### config.mk
export PLATFORM = sky130hd
export DESIGN_NAME = epoch_seconds_to_calendar_top
export DESIGN_NICKNAME = d
export VERILOG_FILES = /design/src/rtl/e2c_pkg.sv /design/src/rtl/e2c_month_split.sv /design/src/rtl/epoch_seconds_to_calendar_top.sv
export SDC_FILE = /design/constraint.sdc
export NUM_CORES = 2
export LEC_CHECK = 0
export ABC_AREA = 1
export BUFFER_PORTS_ARGS = -buffer_cell sky130_fd_sc_hd__buf_2
export CAP_MARGIN = 20
export CORE_MARGIN = 5
export CORE_UTILIZATION = 66
export DETAILED_ROUTE_END_ITERATION = 8
export PLACE_DENSITY = 0.83
export SLEW_MARGIN = 20
export SYNTH_ARGS = -nofsm -noshare
export SYNTH_HDL_FRONTEND = slang
export SYNTH_SLANG_ARGS = --single-unit
export TNS_END_PERCENT = 10
### constraint.sdc
create_clock -name clock -period 8.45 [get_ports clock]
set_input_delay 0 -clock clock [delete_from_list [all_inputs] [get_ports clock]]
set_output_delay 0 -clock clock [all_outputs]
set_load 0.05 [all_outputs]
### src/rtl/e2c_pkg.sv
// Shared constants and calendar helper functions for the epoch-to-calendar block.
// No dependencies; imported by e2c_month_split and epoch_seconds_to_calendar_top.
package e2c_pkg;

   localparam int unsigned DAY_W   = 16;  // whole days since epoch, < 49711
   localparam int unsigned YOFF_W  = 8;   // years since 1970, 0..136
   localparam int unsigned DOY_W   = 9;   // day of year, 0..365
   localparam int unsigned EPOCH_YEAR = 1970;

   // floor-type reciprocals: q = (x * MUL) >> SHIFT
   localparam logic [25:0] DAY_MUL   = 26'd50903316;  // (t>>7)/675, off by at most -1
   localparam int unsigned DAY_SHIFT = 35;
   localparam logic [16:0] SEC_PER_DAY = 17'd86400;
   localparam logic [17:0] HOUR_MUL  = 18'd149131;    // exact for x < 86400
   localparam int unsigned HOUR_SHIFT = 29;
   localparam logic [16:0] WDAY_MUL  = 17'd74899;     // exact /7 for x < 104859
   localparam int unsigned WDAY_SHIFT = 19;
   localparam logic [19:0] YEAR_MUL  = 20'd734939;    // 4d/1461, exact over range
   localparam int unsigned YEAR_SHIFT = 30;
   localparam logic [11:0] MIN_MUL   = 12'd2185;      // exact /60 for x < 3600
   localparam int unsigned MIN_SHIFT = 17;
   localparam logic [7:0]  CENTURY_YOFF = 8'd130;     // 2100, not a leap year

   // days from 1970-01-01 to Jan 1 of year 1970+yo
   function automatic logic [DAY_W-1:0] days_before_year(input logic [YOFF_W-1:0] yo);
      logic [YOFF_W:0] y1;
      logic [16:0]     acc;
      y1  = {1'b0, yo} + 9'd1;
      acc = 17'(yo) * 17'd365 + 17'(y1[YOFF_W:2]);
      if (yo > CENTURY_YOFF) begin
         acc = acc - 17'd1;
      end
      return acc[DAY_W-1:0];
   endfunction

   // days of the year that come before month index mo (0 = January)
   function automatic logic [DOY_W-1:0] days_before_month(input logic [3:0] mo,
                                                          input logic       leap);
      logic [DOY_W-1:0] base;
      case (mo)
         4'd0:    base = 9'd0;
         4'd1:    base = 9'd31;
         4'd2:    base = 9'd59;
         4'd3:    base = 9'd90;
         4'd4:    base = 9'd120;
         4'd5:    base = 9'd151;
         4'd6:    base = 9'd181;
         4'd7:    base = 9'd212;
         4'd8:    base = 9'd243;
         4'd9:    base = 9'd273;
         4'd10:   base = 9'd304;
         4'd11:   base = 9'd334;
         default: base = 9'd0;
      endcase
      if (leap && (mo >= 4'd2)) begin
         base = base + 9'd1;
      end
      return base;
   endfunction

endpackage

### src/rtl/e2c_month_split.sv
// Two-stage split of a day of year into month and day of month.
// Depends on e2c_pkg (days_before_month).
module e2c_month_split
   import e2c_pkg::*;
(
   input  logic             clock,
   input  logic             ce,
   input  logic [DOY_W-1:0] doy,
   input  logic             leap,
   output logic [3:0]       month,
   output logic [4:0]       day
);

   logic [3:0]       mo_ff, mo_in;
   logic [DOY_W-1:0] doy_ff;
   logic             leap_ff;
   logic [3:0]       month_ff, month_in;
   logic [4:0]       day_ff, day_in;
   logic [DOY_W-1:0] rest;

   // month index = number of month starts after January at or below doy
   always_comb begin
      mo_in = 4'd0;
      for (int m = 1; m < 12; m++) begin
         if (doy >= days_before_month(4'(m), leap)) begin
            mo_in = mo_in + 4'd1;
         end
      end
   end

   always_comb begin
      rest     = doy_ff - days_before_month(mo_ff, leap_ff);
      day_in   = rest[4:0] + 5'd1;
      month_in = mo_ff + 4'd1;
   end

   always_ff @(posedge clock) begin
      if (ce) begin
         mo_ff    <= mo_in;
         doy_ff   <= doy;
         leap_ff  <= leap;
         month_ff <= month_in;
         day_ff   <= day_in;
      end
   end

   assign month = month_ff;
   assign day   = day_ff;

endmodule

### src/rtl/epoch_seconds_to_calendar_top.sv
// Top level: epoch seconds to Gregorian date and time of day, stream in and out.
// Depends on e2c_pkg and e2c_month_split.
// The req transaction passes through nine register stages A..I before rsp_tvalid
// rises; one transaction per cycle while no result waits on rsp_tready.
// Throughput is set by a single enable that moves all stages together; it drops only
// while the output register holds a result that rsp_tready has not taken.
// Reset (synchronous, active high) clears the stage valid bits; data regs are not reset.
module epoch_seconds_to_calendar_top
   import e2c_pkg::*;
(
   input  logic        clock,
   input  logic        reset,
   input  logic        req_tvalid,
   output logic        req_tready,
   input  logic [31:0] req_tdata,   // [31:0] epoch_seconds
   output logic        rsp_tvalid,
   input  logic        rsp_tready,
   output logic [47:0] rsp_tdata    // second[5:0] minute[11:6] hour[16:12] weekday[19:17]
                                    // year[31:20] month[35:32] day[40:36], zeros above
);

   // Pipeline:
   //  A  (t>>7) * reciprocal of 675      -> approximate day count
   //  B  q0 and remainder t - q0*86400 (q0 may be one low)
   //  C  one-step correction -> days d, seconds of day rem
   //  D  three reciprocal products: hour, weekday, year estimate
   //  E  hour, rem2 = seconds within hour, weekday, year estimate Ye
   //  F  minute product, start days of years Ye-1, Ye, Ye+1
   //  G  minute, second, pick year, day of year, leap flag
   //  H,I month split (submodule)
   localparam int unsigned NSTAGE = 9;

   logic              ce;
   logic [NSTAGE-1:0] v_ff;

   assign ce         = !v_ff[NSTAGE-1] || rsp_tready;
   assign req_tready = ce;
   assign rsp_tvalid = v_ff[NSTAGE-1];

   always_ff @(posedge clock) begin
      if (reset) begin
         v_ff <= '0;
      end else if (ce) begin
         v_ff <= {v_ff[NSTAGE-2:0], req_tvalid};
      end
   end

   // ---- stage A
   logic [31:0] a_t_ff;
   logic [50:0] a_p_ff, a_p_in;
   assign a_p_in = 51'(req_tdata[31:7]) * 51'(DAY_MUL);

   // ---- stage B
   logic [DAY_W-1:0] b_q_ff, b_q_in;
   logic [17:0]      b_r_ff, b_r_in;
   logic [32:0]      b_qs;
   always_comb begin
      b_q_in = a_p_ff[DAY_SHIFT +: DAY_W];
      b_qs   = 33'(b_q_in) * 33'(SEC_PER_DAY);
      b_r_in = 18'(33'(a_t_ff) - b_qs);
   end

   // ---- stage C
   logic [DAY_W-1:0] c_d_ff, c_d_in;
   logic [16:0]      c_rem_ff, c_rem_in;
   always_comb begin
      if (b_r_ff >= 18'(SEC_PER_DAY)) begin
         c_d_in   = b_q_ff + 16'd1;
         c_rem_in = 17'(b_r_ff - 18'(SEC_PER_DAY));
      end else begin
         c_d_in   = b_q_ff;
         c_rem_in = b_r_ff[16:0];
      end
   end

   // ---- stage D
   logic [DAY_W-1:0] d_d_ff;
   logic [16:0]      d_rem_ff;
   logic [16:0]      d_w_ff, d_w_in;
   logic [34:0]      d_ph_ff, d_ph_in;
   logic [33:0]      d_pw_ff, d_pw_in;
   logic [37:0]      d_py_ff, d_py_in;
   always_comb begin
      d_w_in  = 17'(c_d_ff) + 17'd4;          // epoch day was a Thursday
      d_ph_in = 35'(c_rem_ff) * 35'(HOUR_MUL);
      d_pw_in = 34'(d_w_in) * 34'(WDAY_MUL);
      d_py_in = 38'({c_d_ff, 2'b00}) * 38'(YEAR_MUL);
   end

   // ---- stage E
   logic [DAY_W-1:0]  e_d_ff;
   logic [4:0]        e_hr_ff, e_hr_in;
   logic [11:0]       e_rem2_ff, e_rem2_in;
   logic [2:0]        e_wd_ff, e_wd_in;
   logic [YOFF_W-1:0] e_ye_ff, e_ye_in;
   logic [14:0]       e_wq;
   always_comb begin
      e_hr_in   = d_ph_ff[HOUR_SHIFT +: 5];
      e_rem2_in = 12'(d_rem_ff - 17'(e_hr_in) * 17'd3600);
      e_wq      = d_pw_ff[WDAY_SHIFT +: 15];
      e_wd_in   = 3'(d_w_ff - 17'(e_wq) * 17'd7);
      e_ye_in   = d_py_ff[YEAR_SHIFT +: YOFF_W];
   end

   // ---- stage F
   logic [DAY_W-1:0]  f_d_ff;
   logic [4:0]        f_hr_ff;
   logic [11:0]       f_rem2_ff;
   logic [2:0]        f_wd_ff;
   logic [YOFF_W-1:0] f_ye_ff;
   logic [23:0]       f_pm_ff, f_pm_in;
   logic [DAY_W-1:0]  f_db0_ff, f_db0_in, f_db1_ff, f_db1_in, f_dbm_ff, f_dbm_in;
   always_comb begin
      f_pm_in  = 24'(e_rem2_ff) * 24'(MIN_MUL);
      f_db0_in = days_before_year(e_ye_ff);
      f_db1_in = days_before_year(e_ye_ff + 8'd1);
      f_dbm_in = days_before_year(e_ye_ff - 8'd1);
   end

   // ---- stage G
   logic [4:0]        g_hr_ff;
   logic [2:0]        g_wd_ff;
   logic [5:0]        g_mn_ff, g_mn_in, g_sec_ff, g_sec_in;
   logic [11:0]       g_year_ff, g_year_in;
   logic [DOY_W-1:0]  g_doy_ff, g_doy_in;
   logic              g_leap_ff, g_leap_in;
   logic [YOFF_W-1:0] g_y;
   logic [DAY_W-1:0]  g_base;
   always_comb begin
      g_mn_in  = f_pm_ff[MIN_SHIFT +: 6];
      g_sec_in = 6'(f_rem2_ff - 12'(g_mn_in) * 12'd60);
      // estimate is within one year of the answer
      if (f_d_ff >= f_db1_ff) begin
         g_y    = f_ye_ff + 8'd1;
         g_base = f_db1_ff;
      end else if ((f_d_ff >= f_db0_ff) || (f_ye_ff == 8'd0)) begin
         g_y    = f_ye_ff;
         g_base = f_db0_ff;
      end else begin
         g_y    = f_ye_ff - 8'd1;
         g_base = f_dbm_ff;
      end
      g_doy_in  = 9'(f_d_ff - g_base);
      g_year_in = 12'(EPOCH_YEAR) + 12'(g_y);
      g_leap_in = (g_y[1:0] == 2'd2) && (g_y != CENTURY_YOFF);
   end

   // ---- stages H, I: time fields ride alongside the month split
   logic [5:0]  h_sec_ff, h_mn_ff, i_sec_ff, i_mn_ff;
   logic [4:0]  h_hr_ff, i_hr_ff;
   logic [2:0]  h_wd_ff, i_wd_ff;
   logic [11:0] h_year_ff, i_year_ff;
   logic [3:0]  i_month;
   logic [4:0]  i_day;

   e2c_month_split u_month (
      .clock (clock),
      .ce    (ce),
      .doy   (g_doy_ff),
      .leap  (g_leap_ff),
      .month (i_month),
      .day   (i_day)
   );

   always_ff @(posedge clock) begin
      if (ce) begin
         a_t_ff    <= req_tdata;
         a_p_ff    <= a_p_in;
         b_q_ff    <= b_q_in;
         b_r_ff    <= b_r_in;
         c_d_ff    <= c_d_in;
         c_rem_ff  <= c_rem_in;
         d_d_ff    <= c_d_ff;
         d_rem_ff  <= c_rem_ff;
         d_w_ff    <= d_w_in;
         d_ph_ff   <= d_ph_in;
         d_pw_ff   <= d_pw_in;
         d_py_ff   <= d_py_in;
         e_d_ff    <= d_d_ff;
         e_hr_ff   <= e_hr_in;
         e_rem2_ff <= e_rem2_in;
         e_wd_ff   <= e_wd_in;
         e_ye_ff   <= e_ye_in;
         f_d_ff    <= e_d_ff;
         f_hr_ff   <= e_hr_ff;
         f_rem2_ff <= e_rem2_ff;
         f_wd_ff   <= e_wd_ff;
         f_ye_ff   <= e_ye_ff;
         f_pm_ff   <= f_pm_in;
         f_db0_ff  <= f_db0_in;
         f_db1_ff  <= f_db1_in;
         f_dbm_ff  <= f_dbm_in;
         g_hr_ff   <= f_hr_ff;
         g_wd_ff   <= f_wd_ff;
         g_mn_ff   <= g_mn_in;
         g_sec_ff  <= g_sec_in;
         g_year_ff <= g_year_in;
         g_doy_ff  <= g_doy_in;
         g_leap_ff <= g_leap_in;
         h_sec_ff  <= g_sec_ff;
         h_mn_ff   <= g_mn_ff;
         h_hr_ff   <= g_hr_ff;
         h_wd_ff   <= g_wd_ff;
         h_year_ff <= g_year_ff;
         i_sec_ff  <= h_sec_ff;
         i_mn_ff   <= h_mn_ff;
         i_hr_ff   <= h_hr_ff;
         i_wd_ff   <= h_wd_ff;
         i_year_ff <= h_year_ff;
      end
   end

   assign rsp_tdata = {7'b0, i_day, i_month, i_year_ff, i_wd_ff, i_hr_ff, i_mn_ff, i_sec_ff};

   // ---- checks on the delivered transaction and on the stage C correction
   a_time_range: assert property (@(posedge clock) disable iff (reset)
      rsp_tvalid |-> (i_sec_ff < 6'd60) && (i_mn_ff < 6'd60) && (i_hr_ff < 5'd24))
      else $error("time of day out of range");

   a_wday_range: assert property (@(posedge clock) disable iff (reset)
      rsp_tvalid |-> (i_wd_ff < 3'd7))
      else $error("weekday out of range");

   a_date_range: assert property (@(posedge clock) disable iff (reset)
      rsp_tvalid |-> (i_month >= 4'd1) && (i_month <= 4'd12) && (i_day >= 5'd1)
                     && (i_year_ff >= 12'd1970) && (i_year_ff <= 12'd2106))
      else $error("date out of range");

   a_day_corr: assert property (@(posedge clock) disable iff (reset)
      v_ff[2] |-> (c_rem_ff < SEC_PER_DAY))
      else $error("seconds of day not reduced");

endmodule
==> impl_metrics.env <==
export IMPL_synth_edff_count=400
export IMPL_rrSetupSlack_ns=1.22
export IMPL_critPathRequiredTime_ns=8.78
export IMPL_clk_latency_ns=0.60
export IMPL_ys_ff_latch=414
export IMPL_hold_buffers=23
export IMPL_cts_buffers=44
export IMPL_cpPeakStageDelay_ns=0.70
export IMPL_nNetsFinal=6180
export IMPL_slew_violations=0
export IMPL_cts_root_buf="clkbuf_16"
export IMPL_rows=97
export IMPL_synth_most_common_cell="inv_1"
export IMPL_path_delay_family="adder cells"
export IMPL_firstDrtPassIters=5
export IMPL_dpl_hpwl_um=76450
export IMPL_drive_gt1_share_pct=5.189
export IMPL_postCtsSetupRepairBufs=0
export IMPL_synthAdderAreaFrac_pct=45.73
export IMPL_gp_congestion=0.9186
export IMPL_synth_seq_area_share_pct=26.27
export IMPL_grt_usage_pct=25.13
export IMPL_synth_area_mux_share_pct=0.04545
export IMPL_finalCritPeriodShare_pct=85.59
export IMPL_drcViolationCount=0
export IMPL_async_reset_ff_share_pct=0
export IMPL_slowest_stage="edfxtp_1"
export IMPL_crit_path_frequent_cell="inv_1"
export IMPL_syn_cell_area_um2=46790
export IMPL_rsz0062_at_grt="false"
export IMPL_syn_instance_count=4570
export IMPL_cts_htree_levels=2
export IMPL_die_w_um=276.3
export IMPL_ios=86
export IMPL_via_per_inst=5.452
export IMPL_design_core_area_um2=70150
export IMPL_grt_max_degree=189
export IMPL_postRouteAntennaNets=0
export IMPL_worstMarginPinSlew_ns=1.163
export IMPL_cts_tree="yes"
export IMPL_hold_viol_final=0
export IMPL_grt_ovfl_total=0
export IMPL_cts_buffer_depth=3
export IMPL_fillers=4922
export IMPL_initial_core_util_pct=66.71
export IMPL_synth_cell_type_count=60
export IMPL_synth_top_flop_cell="edfxtp_1"
export IMPL_grt_pass1_wl_um=159200
export IMPL_cts_sinks=414
export IMPL_wl_per_cell_um=16.55
export IMPL_cp_end_kind="flip-flop"
export IMPL_postLayoutCellArea_um2=50050
export IMPL_ys_top_cells_by_count="inv_1, ha_1, fa_1"
export IMPL_syn_area_per_cell_um2=10.24
export IMPL_drtIter0Drc=1624
export IMPL_yosys_area_share_xor_xnor_pct=5.011
export IMPL_route_vias_total=30980
export IMPL_relSlewSlack_pct=22.49
export IMPL_placedInstanceArea_um2=48320
export IMPL_area_growth_pct=6.965
export IMPL_synth_top_family_by_area="adder cells"
export IMPL_clk_pin_slew_ns=0.07
export IMPL_ys_warnings_count=0
export IMPL_maxCapViolations=0
export IMPL_synth_simple_area_share_pct=8.602
export IMPL_die_area_um2=76330
export IMPL_synth_compound_area_share_pct=5.195
export IMPL_cts_repair_resized=0
export IMPL_grt_pass1_vias=33240
export IMPL_synthTopCellsByArea="ha_1, edfxtp_1, fa_1, inv_1, nand2_1"
export IMPL_port_buffers=78
export IMPL_setup_viol=0
export IMPL_synth_top_area_share_pct=26.31
export IMPL_path_class="reg2reg"
export IMPL_synth_largest_area_cell="ha_1"
export IMPL_hp_class="in2reg"
export IMPL_outcome="completed"
export IMPL_totalWireLength_um=94050
export IMPL_antenna_found_initial=1
export IMPL_arrival_ns=7.56
export IMPL_crit_chain="inv_1 > ha_1 > inv_1 > nor3_1 > nand3_1 > xor2_1 > ha_1 > fa_1 > inv_1 > fa_1 > fa_1 > inv_1 > ha_1 > inv_1 > o31ai_1 > nand2_1 > nand2_1 > a21oi_1 > o21ai_0 > a21oi_1 > o21ai_0 > xor2_1 > nand4_1 > xnor2_1"
export IMPL_fin_crit_ns=7.232
export IMPL_critPathLaunchType="flip-flop"
export IMPL_cp_max_fo=14
export IMPL_die_h_um=276.3
export IMPL_clock_skew_ns=0.02373
export IMPL_fin_tns_setup_ns=0
export IMPL_cp_num_buf_inv=5
export IMPL_max_freq_ghz=0.1383
-- final timing paths --
path,startpoint,end,cells past startpoint
min reg2reg,g_wd_ff[2]$_DFFE_PN_,h_wd_ff[2]$_DFFE_PN_,0
max,e_ye_ff[0]$_DFFE_PN_,f_db1_ff[14]$_DFFE_PN_,24
max reg2reg,e_ye_ff[0]$_DFFE_PN_,f_db1_ff[14]$_DFFE_PN_,24
min,req_tdata[0],a_t_ff[0]$_DFFE_PN_,2
-- placed cells by master (no fill, tap or decap), drive strengths merged, types with 94 or more instances in the layout --
| cell type | Yosys | layout |
|---|---|---|
| edfxtp | 400 | 400 |
| nor2 | 183 | 183 |
| nand2 | 475 | 475 |
| xnor2 | 94 | 94 |
| o21ai | 116 | 116 |
| inv | 1104 | 1110 |
| fa | 454 | 454 |
| nand3 | 128 | 128 |
| ha | 984 | 984 |
| xor2 | 172 | 172 |
| a21oi | 223 | 223 |
-- layer usage --
metal  global-route usage (%)  vias up  part of all wire, %
met3                    3.788      213                  4.5
met2                    44.92      696                   51
met5                        0        -                    0
li1                         -    15100                    -
met1                    31.52    14980                   41
met4                    8.221        0                  3.4
-- cell type report --
type,instances,area (um2),area share [%]
Antenna cell,1,2.502,0.004999
Tap cell,940,1176,2.350
Inverter,1108,4167,8.324
Timing Repair Buffer,105,663.1,1.325
Multi-Input combinational cell,3033,30250,60.43
Sequential cell,414,12290,24.56
Clock buffer,53,1217,2.432
Clock inverter,28,287.8,0.5749
-- registers in the layout, summed over array words and instances (netlist names), 8 cells and up, named ones only --
signal     count
a_p_ff        16
g_year_ff     12
e_d_ff        16
c_d_ff        16
e_ye_ff        8
a_t_ff        18
b_q_ff        16
d_d_ff        16
c_rem_ff      17
f_ye_ff        8
d_rem_ff      12
v_ff           9
f_dbm_ff       9
g_doy_ff       9
h_year_ff     12
f_d_ff        16
e_rem2_ff     12
i_year_ff     12
d_py_ff        8
f_db1_ff      16
f_db0_ff      16
b_r_ff        18
-- logic make-up after synthesis --
family,count (synthesis)
adder cells (fa/ha/maj),1438
buffers and inverters,1129
AND/OR/NAND/NOR,886
AO/OA/AOI/OAI,434
flip-flops,414
XOR/XNOR,266
multiplexers,2
other,1
-- through the flow --
| step | cells | setup slack, ns | hold slack (ns) | utilization [%] |
|---|---|---|---|---|
| 2_1_floorplan | 4576 | 1.947 | 0.09887 | - |
| 3_3_place_gp | 5577 | 1.479 | 0.1774 | 68.88 |
| 3_5_place_dp | 5577 | 1.246 | 0.1783 | 68.88 |
| 4_1_cts | 5681 | 1.196 | 0.09377 | 71.35 |
| 5_1_grt | 5681 | 0.6207 | 0.09839 | 71.35 |
| 6_report | 5682 | 1.218 | 0.1223 | 71.35 |
Power is not shown: default switching activity piles up to over one toggle a cycle in this logic, so the estimate is an artifact.
